[config.mk]
export PLATFORM = sky130hd
export DESIGN_NAME = class_number_form_counter
export DESIGN_NICKNAME = d
export VERILOG_FILES = /design/src/rtl/cnfc_pkg.sv /design/src/rtl/cnfc_front.sv /design/src/rtl/cnfc_back.sv /design/src/rtl/class_number_form_counter.sv
export SDC_FILE = /design/constraint.sdc
export NUM_CORES = 1
export LEC_CHECK = 0
export ABC_AREA = 1
export BUFFER_PORTS_ARGS = -buffer_cell sky130_fd_sc_hd__clkbuf_2
export CORE_ASPECT_RATIO = 1.75
export CORE_MARGIN = 3
export CORE_UTILIZATION = 58
export CTS_CLUSTER_DIAMETER = 40
export CTS_CLUSTER_SIZE = 12
export DETAILED_ROUTE_END_ITERATION = 16
export GPL_ROUTABILITY_DRIVEN = 0
export PLACE_DENSITY = 0.71
export SLEW_MARGIN = 30
export SYNTH_ARGS = -nofsm -noshare
export SYNTH_HDL_FRONTEND = slang
export SYNTH_SLANG_ARGS = --single-unit
[constraint.sdc]
create_clock -name clk -period 9.35 [get_ports clk]
set_input_delay 2.3375 -clock clk [delete_from_list [all_inputs] [get_ports clk]]
set_output_delay 2.3375 -clock clk [all_outputs]
set_load 0.005 [all_outputs]
[src/rtl/cnfc_pkg.sv]
// Package for the class number form counter.
// Shared types and constants; no dependencies.
`timescale 1ns / 1ps
package cnfc_pkg;
	localparam int DISC_BITS_DEF = 16;
	localparam int COUNT_W       = 10;
	localparam int TDATA_OUT_W   = 16;
	localparam logic [COUNT_W-1:0] COUNT_MAX = '1;

	typedef enum logic [3:0] {
		BK_IDLE, BK_SQRT, BK_PAIR, BK_DIV, BK_CHK, BK_GCD1, BK_GCD2, BK_NEXT, BK_DONE
	} bk_state_t;
endpackage

[src/rtl/cnfc_front.sv]
// Front end: accepts transactions, masks d and queues it (two entries).
// Depends on cnfc_pkg.
`timescale 1ns / 1ps
module cnfc_front #(
	parameter int DISC_BITS = cnfc_pkg::DISC_BITS_DEF
) (
	input  logic                             clk,
	input  logic                             arst_n,
	input  logic                             in_valid,
	output logic                             in_ready,
	input  logic [((DISC_BITS+7)/8)*8-1:0]   in_data,
	output logic                             q_valid,
	input  logic                             q_ready,
	output logic [DISC_BITS-1:0]             q_d
);
	logic [DISC_BITS-1:0] mem_q [2];
	logic wr_q, rd_q;
	logic [1:0] cnt_q;

	assign in_ready = (cnt_q != 2'd2);
	assign q_valid  = (cnt_q != 2'd0);
	assign q_d      = mem_q[rd_q];

	always_ff @(posedge clk) begin
		if (in_valid && in_ready) mem_q[wr_q] <= in_data[DISC_BITS-1:0];
	end

	always_ff @(posedge clk or negedge arst_n) begin
		if (!arst_n) begin
			wr_q <= 1'b0; rd_q <= 1'b0; cnt_q <= 2'd0;
		end else begin
			if (in_valid && in_ready) wr_q <= ~wr_q;
			if (q_valid && q_ready) rd_q <= ~rd_q;
			cnt_q <= cnt_q + {1'b0, in_valid && in_ready} - {1'b0, q_valid && q_ready};
		end
	end

	a_cnt: assert property (@(posedge clk) disable iff (!arst_n) cnt_q != 2'd3)
		else $error("queue count out of range");
endmodule

[src/rtl/cnfc_back.sv]
// Back end: root search for the A bound, enumerates (A,B), bit-serial divide,
// Euclid gcd, counting. Depends on cnfc_pkg.
`timescale 1ns / 1ps
module cnfc_back #(
	parameter int DISC_BITS = cnfc_pkg::DISC_BITS_DEF
) (
	input  logic                         clk,
	input  logic                         arst_n,
	input  logic                         q_valid,
	output logic                         q_ready,
	input  logic [DISC_BITS-1:0]         q_d,
	output logic                         out_valid,
	input  logic                         out_ready,
	output logic [cnfc_pkg::COUNT_W-1:0] out_count
);
	localparam int AW  = DISC_BITS/2 + 2;     // width of A and |B|
	localparam int SW  = 2*AW + 2;            // width of 3*root^2
	localparam int NW2 = (2*AW > DISC_BITS ? 2*AW : DISC_BITS) + 1;
	localparam int CW  = $clog2(NW2 + 1);

	cnfc_pkg::bk_state_t st_q, st_n;
	logic [DISC_BITS-1:0] d_q;
	logic [AW-1:0] a_q, maxa_q, mag_q;
	logic neg_q;
	logic [NW2-1:0] num_q, rem_q, quo_q;
	logic [AW+1:0] den_q;
	logic [CW-1:0] cnt_q;
	logic [NW2-1:0] gx_q, gy_q;
	logic [cnfc_pkg::COUNT_W-1:0] count_q;
	logic [NW2:0] trial;
	logic [NW2-1:0] a_ext, mag_ext, den_ext;
	logic [NW2-1:0] gmod;
	logic [AW-1:0] cand;
	logic [2*AW-1:0] cand_sq;
	logic [SW-1:0] cand_sq3;
	logic root_fits, quo_bit, skip_pair, last_pair;

	assign q_ready = (st_q == cnfc_pkg::BK_IDLE);
	assign out_valid = (st_q == cnfc_pkg::BK_DONE);
	assign out_count = count_q;
	assign a_ext   = NW2'(a_q);
	assign mag_ext = NW2'(mag_q);
	assign den_ext = NW2'(den_q);
	assign trial   = {rem_q, num_q[NW2-1]};
	assign quo_bit = (trial >= {1'b0, den_ext});
	assign gmod    = (gx_q >= gy_q) ? gx_q - gy_q : gx_q;

	// isqrt(floor(d/3)) is the largest r with 3*r^2 <= d; set one bit per cycle
	assign cand      = quo_q[AW-1:0] | (AW'(1) << (cnt_q - CW'(1)));
	assign cand_sq   = (2*AW)'(cand * cand);
	assign cand_sq3  = {1'b0, cand_sq, 1'b0} + {2'b00, cand_sq};
	assign root_fits = (cand_sq3 <= SW'(d_q));

	// num_q holds C after the divide
	assign skip_pair = rem_q != '0 || a_ext > num_q ||
	                   (neg_q && (mag_ext == a_ext || a_ext == num_q));
	assign last_pair = !neg_q && mag_q == a_q && a_q == maxa_q;

	always_comb begin
		st_n = st_q;
		unique case (st_q)
			cnfc_pkg::BK_IDLE: if (q_valid) st_n = cnfc_pkg::BK_SQRT;
			cnfc_pkg::BK_SQRT: if (cnt_q == '0) st_n = cnfc_pkg::BK_PAIR;
			cnfc_pkg::BK_PAIR: st_n = cnfc_pkg::BK_DIV;
			cnfc_pkg::BK_DIV:  if (cnt_q == CW'(1)) st_n = cnfc_pkg::BK_CHK;
			cnfc_pkg::BK_CHK:  st_n = skip_pair ? cnfc_pkg::BK_NEXT : cnfc_pkg::BK_GCD1;
			cnfc_pkg::BK_GCD1: if (gy_q == '0) st_n = cnfc_pkg::BK_GCD2;
			cnfc_pkg::BK_GCD2: if (gy_q == '0) st_n = cnfc_pkg::BK_NEXT;
			cnfc_pkg::BK_NEXT: st_n = last_pair ? cnfc_pkg::BK_DONE : cnfc_pkg::BK_PAIR;
			cnfc_pkg::BK_DONE: if (out_ready) st_n = cnfc_pkg::BK_IDLE;
			default: st_n = cnfc_pkg::BK_IDLE;
		endcase
	end

	always_ff @(posedge clk or negedge arst_n) begin
		if (!arst_n) begin
			st_q <= cnfc_pkg::BK_IDLE;
			count_q <= '0;
			d_q <= '0;
			a_q <= '0;
			maxa_q <= '0;
			mag_q <= '0;
			neg_q <= 1'b0;
			num_q <= '0;
			rem_q <= '0;
			quo_q <= '0;
			den_q <= '0;
			cnt_q <= '0;
			gx_q <= '0;
			gy_q <= '0;
		end else begin
			st_q <= st_n;
			case (st_q)
				cnfc_pkg::BK_IDLE: begin
					d_q <= q_d;
					count_q <= '0;
					quo_q <= '0;
					cnt_q <= CW'(AW);
				end
				cnfc_pkg::BK_SQRT: begin
					if (cnt_q != '0) begin
						// keep bit cnt_q-1 of the root when 3*cand^2 still fits under d
						if (root_fits) quo_q <= NW2'(cand);
						cnt_q <= cnt_q - 1'b1;
					end else begin
						maxa_q <= quo_q[AW-1:0] + AW'(2);
						a_q <= AW'(1);
						mag_q <= AW'(1);
						neg_q <= 1'b1;
					end
				end
				cnfc_pkg::BK_PAIR: begin
					num_q <= NW2'(mag_ext[AW-1:0] * mag_ext[AW-1:0]) + NW2'(d_q);
					den_q <= {a_q, 2'b00};
					rem_q <= '0;
					cnt_q <= CW'(NW2);
				end
				cnfc_pkg::BK_DIV: begin
					if (cnt_q != '0) begin
						if (quo_bit) rem_q <= NW2'(trial - {1'b0, den_ext});
						else rem_q <= trial[NW2-1:0];
						num_q <= {num_q[NW2-2:0], quo_bit};
						cnt_q <= cnt_q - 1'b1;
					end
				end
				cnfc_pkg::BK_CHK: begin
					if (!skip_pair) begin
						gx_q <= a_ext; gy_q <= mag_ext; quo_q <= num_q;
					end
				end
				cnfc_pkg::BK_GCD1: begin
					// subtractive Euclid step per cycle
					if (gy_q == '0) gy_q <= quo_q;
					else if (gx_q >= gy_q) gx_q <= gx_q - gy_q;
					else begin gx_q <= gy_q; gy_q <= gx_q; end
				end
				cnfc_pkg::BK_GCD2: begin
					if (gy_q == '0) begin
						if (gx_q == NW2'(1) && count_q != cnfc_pkg::COUNT_MAX)
							count_q <= count_q + 1'b1;
					end else if (gx_q >= gy_q) gx_q <= gmod;
					else begin gx_q <= gy_q; gy_q <= gx_q; end
				end
				cnfc_pkg::BK_NEXT: begin
					// B runs -A..A as (neg,mag): mag A..1 negative, then 0..A
					if (neg_q) begin
						if (mag_q == AW'(1)) begin mag_q <= '0; neg_q <= 1'b0; end
						else mag_q <= mag_q - 1'b1;
					end else if (mag_q != a_q) mag_q <= mag_q + 1'b1;
					else if (a_q != maxa_q) begin
						a_q <= a_q + 1'b1; mag_q <= a_q + 1'b1; neg_q <= 1'b1;
					end
				end
				default: ;
			endcase
		end
	end

	a_hold: assert property (@(posedge clk) disable iff (!arst_n)
		out_valid && !out_ready |=> out_valid && $stable(out_count)) else $error("result lost");
	a_sat: assert property (@(posedge clk) disable iff (!arst_n)
		q_valid && q_ready |=> count_q == '0) else $error("count not cleared");
	a_busy: assert property (@(posedge clk) disable iff (!arst_n)
		!(q_ready && out_valid)) else $error("overlap");
endmodule

[src/rtl/class_number_form_counter.sv]
// Class number form counter top level: d in, count of primitive reduced forms out.
// Depends on cnfc_pkg, cnfc_front, cnfc_back.
`timescale 1ns / 1ps
// Counts the primitive reduced binary quadratic forms of discriminant -d.
// One transaction in gives one result out. The front queues up to two
// values of d; the back unit handles one d at a time. It first finds
// isqrt(d/3) by a bit search, then visits every pair (A,B) with A up to
// isqrt(d/3)+2 and |B| <= A, about d/3 pairs. Each pair passes a setup
// state, a restoring divide of |B|^2+d by 4A at one bit per cycle, a check
// state and an advance state. Pairs that pass the divisibility and
// reduction checks add a subtractive gcd. The input stalls once two values
// of d wait in the queue. The count saturates at 1023.
module class_number_form_counter #(
	parameter int DISC_BITS = cnfc_pkg::DISC_BITS_DEF
) (
	input  logic        clk,
	input  logic        arst_n,
	input  logic        s_axis_tvalid,
	output logic        s_axis_tready,
	input  logic [((DISC_BITS+7)/8)*8-1:0] s_axis_tdata,  // [DISC_BITS-1:0] abs_disc
	output logic        m_axis_tvalid,
	input  logic        m_axis_tready,
	output logic [cnfc_pkg::TDATA_OUT_W-1:0] m_axis_tdata   // [9:0] class_count, rest zero
);
	logic q_valid, q_ready;
	logic [DISC_BITS-1:0] q_d;
	logic [cnfc_pkg::COUNT_W-1:0] cnt;

	// accept and queue
	cnfc_front #(.DISC_BITS(DISC_BITS)) u_front (
		.clk, .arst_n, .in_valid(s_axis_tvalid), .in_ready(s_axis_tready),
		.in_data(s_axis_tdata), .q_valid, .q_ready, .q_d
	);

	// enumerate and count
	cnfc_back #(.DISC_BITS(DISC_BITS)) u_back (
		.clk, .arst_n, .q_valid, .q_ready, .q_d,
		.out_valid(m_axis_tvalid), .out_ready(m_axis_tready), .out_count(cnt)
	);

	assign m_axis_tdata = {{(cnfc_pkg::TDATA_OUT_W - cnfc_pkg::COUNT_W){1'b0}}, cnt};
endmodule
==> results summary <==
The floorplan step set the die height to 258 microns. The static leakage power came out at between 10 and 15 nW. From synthesis to final layout, the design area changed by 7.67%. The later pin in the worst-skew pair is clocked with a latency of about 0.58 ns. In the global route stage, overall resource usage came out at 0.306. The floorplan row count is 91. The non-filler instance count after layout came out at around 3300. In this run the worst hold path is classified as flop to flop. The number of global-route vias before repair is 19300. The region available for standard cell placement spans roughly 35000 sq um. The Yosys step of the flow raised 0 warnings. The global routing met1 resource utilization came out at 0.319. The minimum setup slack in the final design came out at between 0.5 and 0.6 ns. The number of sinks handled by clock tree synthesis is roughly 220. The path depth of the worst reg2reg path came out at 44. The relative max-transition margin is 0.406. After global routing, the most crowded layer is met2. The final period utilization came out at 0.941. The overall die area came out at between 30000 and 40000 sq um. The cell sitting at the root of the clock tree is a clkbuf_16. In this run, distinct cell masters in the synthesized netlist total 62.

The first global-routing pass estimated 95.1 mm of wire. The met3 demand-to-capacity share in global routing came out at 0.0372. Along the worst hold path, the cell count comes to 2.

CTS built an H-tree with a depth of 1. For the final database, setup skew stands at around 0.038 ns. The detailed-route DRC error count is 0. The number of antenna violations at the first check in global routing came to 1. The proportion of synthesized chip area in sequential cells is 0.267. The final critical-path required period came out at 8.79 ns. Dividing the synthesized area by the synthesized cell count gives around 7.4 sq um. The number of top-level pins is 38.

The starting density of the core came out at 0.592. The count of routing violations after the opening detailed-route iteration came out at 1093. The startpoint kind of the worst setup timing path is a flop. The share of cells above drive strength 1 is 0.0607.

The number of iterations in the first detailed-routing pass came out at 7. The hold violation count in the final report came out at 0. The required time of the worst setup path is just under 10 ns. The total wirelength of the detailed-routed design is 58.2 mm. The detailed-route via count is 18900. The TritonCTS clock tree is built. The worst setup path is captured at a flop.

The final-stage net count is about 3200. The placement-stage cell area is 21400 sq um. Clock tree synthesis inserted a total of 29 buffers. The leftover overflow at the end of global routing came out at 0. The setup violation total in the final timing report came out at 0. The fill cell instance count of the final layout is roughly 3200.

The count of input and output buffers came out at 31. The biggest cell delay along the critical path came out at around 0.54 ns. In the synthesized netlist the dominant register cell turns out to be dfrtp_1.

Detailed placement finished with a half-perimeter wire length of 45.3 mm. The count of flip-flops with a built-in enable after synthesis came out at 32. The design area came out at 22600 sq um. Entering global routing, the biggest net connects 113 pins.

After synthesis the netlist holds a flip-flop and latch count of approximately 220. The final total negative setup slack came out at 0 ns. The largest fanout on the critical path is 21. After detailed placement, the design holds a cell count of around 3300. In this run the power density over the cells is roughly 100 nW/um^2. The post-CTS clock slew at the launch and capture registers of the worst setup and hold paths is about 0.06 ns.

The total power of the final layout came out at around 2.3 mW. The netlist area before placement is about 21000 sq um. The library cell used most frequently in the layout, excluding fill and tap cells, is nand2_1. The detail route stage leaves a number of antenna-violating nets equal to 0. The slew at the pin closest to its max-slew limit came out at 0.891 ns. The x dimension of the die came out at roughly 150 microns. The type of the setup path with the least slack is flop to flop. The top cell types in the final layout, fill and taps aside, are nand2_1 (699), inv_1 (476), o21ai_0 (215), ha_1 (189), dfrtp_1 (184). The global-route track usage on met2 came out at 0.557. Data on the critical path arrives at its endpoint at just over 9 ns. Synthesis produced between 2000 and 3000 cells. The average detailed-routed wire length per instance came out at ~18 microns.

The repair_antennas step left the layout with diodes totalling 0. The flow ran to the end, and the final reports show no timing, DRC or antenna violations. Timing would allow up to about 110 MHz. The worst setup slack before clock tree synthesis came out at just over 0.4 ns.

The number of vias per cell after detailed routing is between 5 and 6. The most prevalent standard cell on the critical path is nand2_1. The highest ir drop seen on vdd came out at between 0.1 and 0.15 mV. The share of flip-flops with an asynchronous set or reset came out at 0.853. On the critical path, the stage with the largest delay is an instance of fa_1. The final core area utilization came out at 0.638. The max-slew violation count came to 0. The maximum buffer depth of the clock tree is 3.

The number of max-cap violations is 0. The final-layout worst hold slack came out at approximately 0.47 ns.
-- flip-flops by register name, indices dropped and copies added, names as in the netlist, 4 cells and up --
register	flops
u_back.quo_q	21
u_back.cnt_q	5
u_back.den_q	10
u_back.maxa_q	10
u_back.a_q	10
u_back.num_q	21
u_back.rem_q	21
u_back.gy_q	21
u_back.mag_q	10
u_back.out_count	10
u_back.st_q	4
u_back.gx_q	21
u_front.mem_q	32
u_back.d_q	16
-- critical path: cells and delay by family, from the launching register on --
family,cells,cell delay [ns]
adders and majority gates,9,3.80
AOI/OAI and AO/OA,6,1.46
DFF,1,0.39
xor gates and xnor gates,2,0.32
and+or+nand+nor,17,1.64
buffers and inverters,10,1.11
-- report_power, final --
group	switching [mW]	internal [mW]	total, mW
combinational	0.0572	0.0223	0.0795
sequential	0.0109	1.00	1.01
clock	0.459	0.721	1.18
-- synth_stat cells, types with 3 or more instances --
cell | count | area (sq um)
a21o_1 | 8 | 60.1
o211ai_1 | 42 | 315
nor2_2 | 8 | 50.1
inv_1 | 477 | 1790
nand3b_1 | 4 | 30.0
o2111ai_1 | 3 | 26.3
buf_2 | 25 | 125
fa_1 | 113 | 2260
nand2_2 | 14 | 87.6
buf_6 | 3 | 33.8
nor2_1 | 177 | 664
buf_4 | 15 | 113
o221ai_1 | 5 | 43.8
nand3_1 | 124 | 621
o21ai_1 | 10 | 50.1
nor3_1 | 25 | 125
nor4_1 | 14 | 87.6
o21bai_1 | 5 | 37.5
nand4_1 | 31 | 194
xor2_1 | 62 | 543
nor2_4 | 4 | 45.0
and2_1 | 3 | 18.8
inv_2 | 14 | 52.6
dfrtp_1 | 185 | 4630
nand3_2 | 5 | 50.1
nand2_1 | 702 | 2640
edfxtp_1 | 32 | 961
o22ai_1 | 37 | 231
a21oi_1 | 134 | 671
ha_1 | 189 | 2360
o31ai_1 | 3 | 22.5
a31oi_1 | 15 | 93.8
and3_1 | 4 | 25.0
clkbuf_1 | 43 | 161
xnor2_1 | 45 | 394
o21ai_0 | 215 | 1080
-- cells by family after synthesis --
logic type / after synthesis / synth area share
flip-flops: 217 / 0.267
adder cells (fa/ha/maj): 302 / 0.221
AND/OR/NAND/NOR: 1125 / 0.226
XOR/XNOR: 107 / 0.0447
multiplexers: 1 / 0.000477
AO/OA/AOI/OAI: 494 / 0.132
other: 1 / 0.000179
buffers and inverters: 581 / 0.109
-- timing repair --
| action | CTS | global route |
|---|---|---|
| buffers inserted | 0 | 7 |
| endpoints found under the hold margin | 0 | 0 |
| hold buffers | 0 | 0 |
| endpoints found under the setup margin | 0 | 21 |
| resized for setup | 0 | 13 |
-- area by class of cell --
class                      count  area [sq um]  area share
clock inverter                16           230      0.0102
tap                          465           582      0.0258
sequential                   217          5590       0.248
multi-input combinational   2035         13200       0.583
timing repair buffer          56           360      0.0160
clock buffer                  35           790      0.0350
inverter                     493          1850      0.0821
-- worst paths after layout --
check	start	to	slack, ns
min	u_back.gy_q[10]	u_back.gy_q[10]	0.47
max reg2reg	u_back.cnt_q[0]	u_back.quo_q[6]	0.56
min reg2reg	u_back.gy_q[10]	u_back.gy_q[10]	0.47
min in group asynchronous	arst_n	u_back.rem_q[16]	1.82
max in group asynchronous	arst_n	u_back.gy_q[14]	6.26
max	u_back.cnt_q[0]	u_back.quo_q[6]	0.56
-- layer usage --
layer  part of all wire  wire, microns
met5            0.00012              7
met4              0.086           4980
met3              0.041           2390
met2               0.52          30200
met1               0.35          20600
Power figures use the tool's default switching activity.
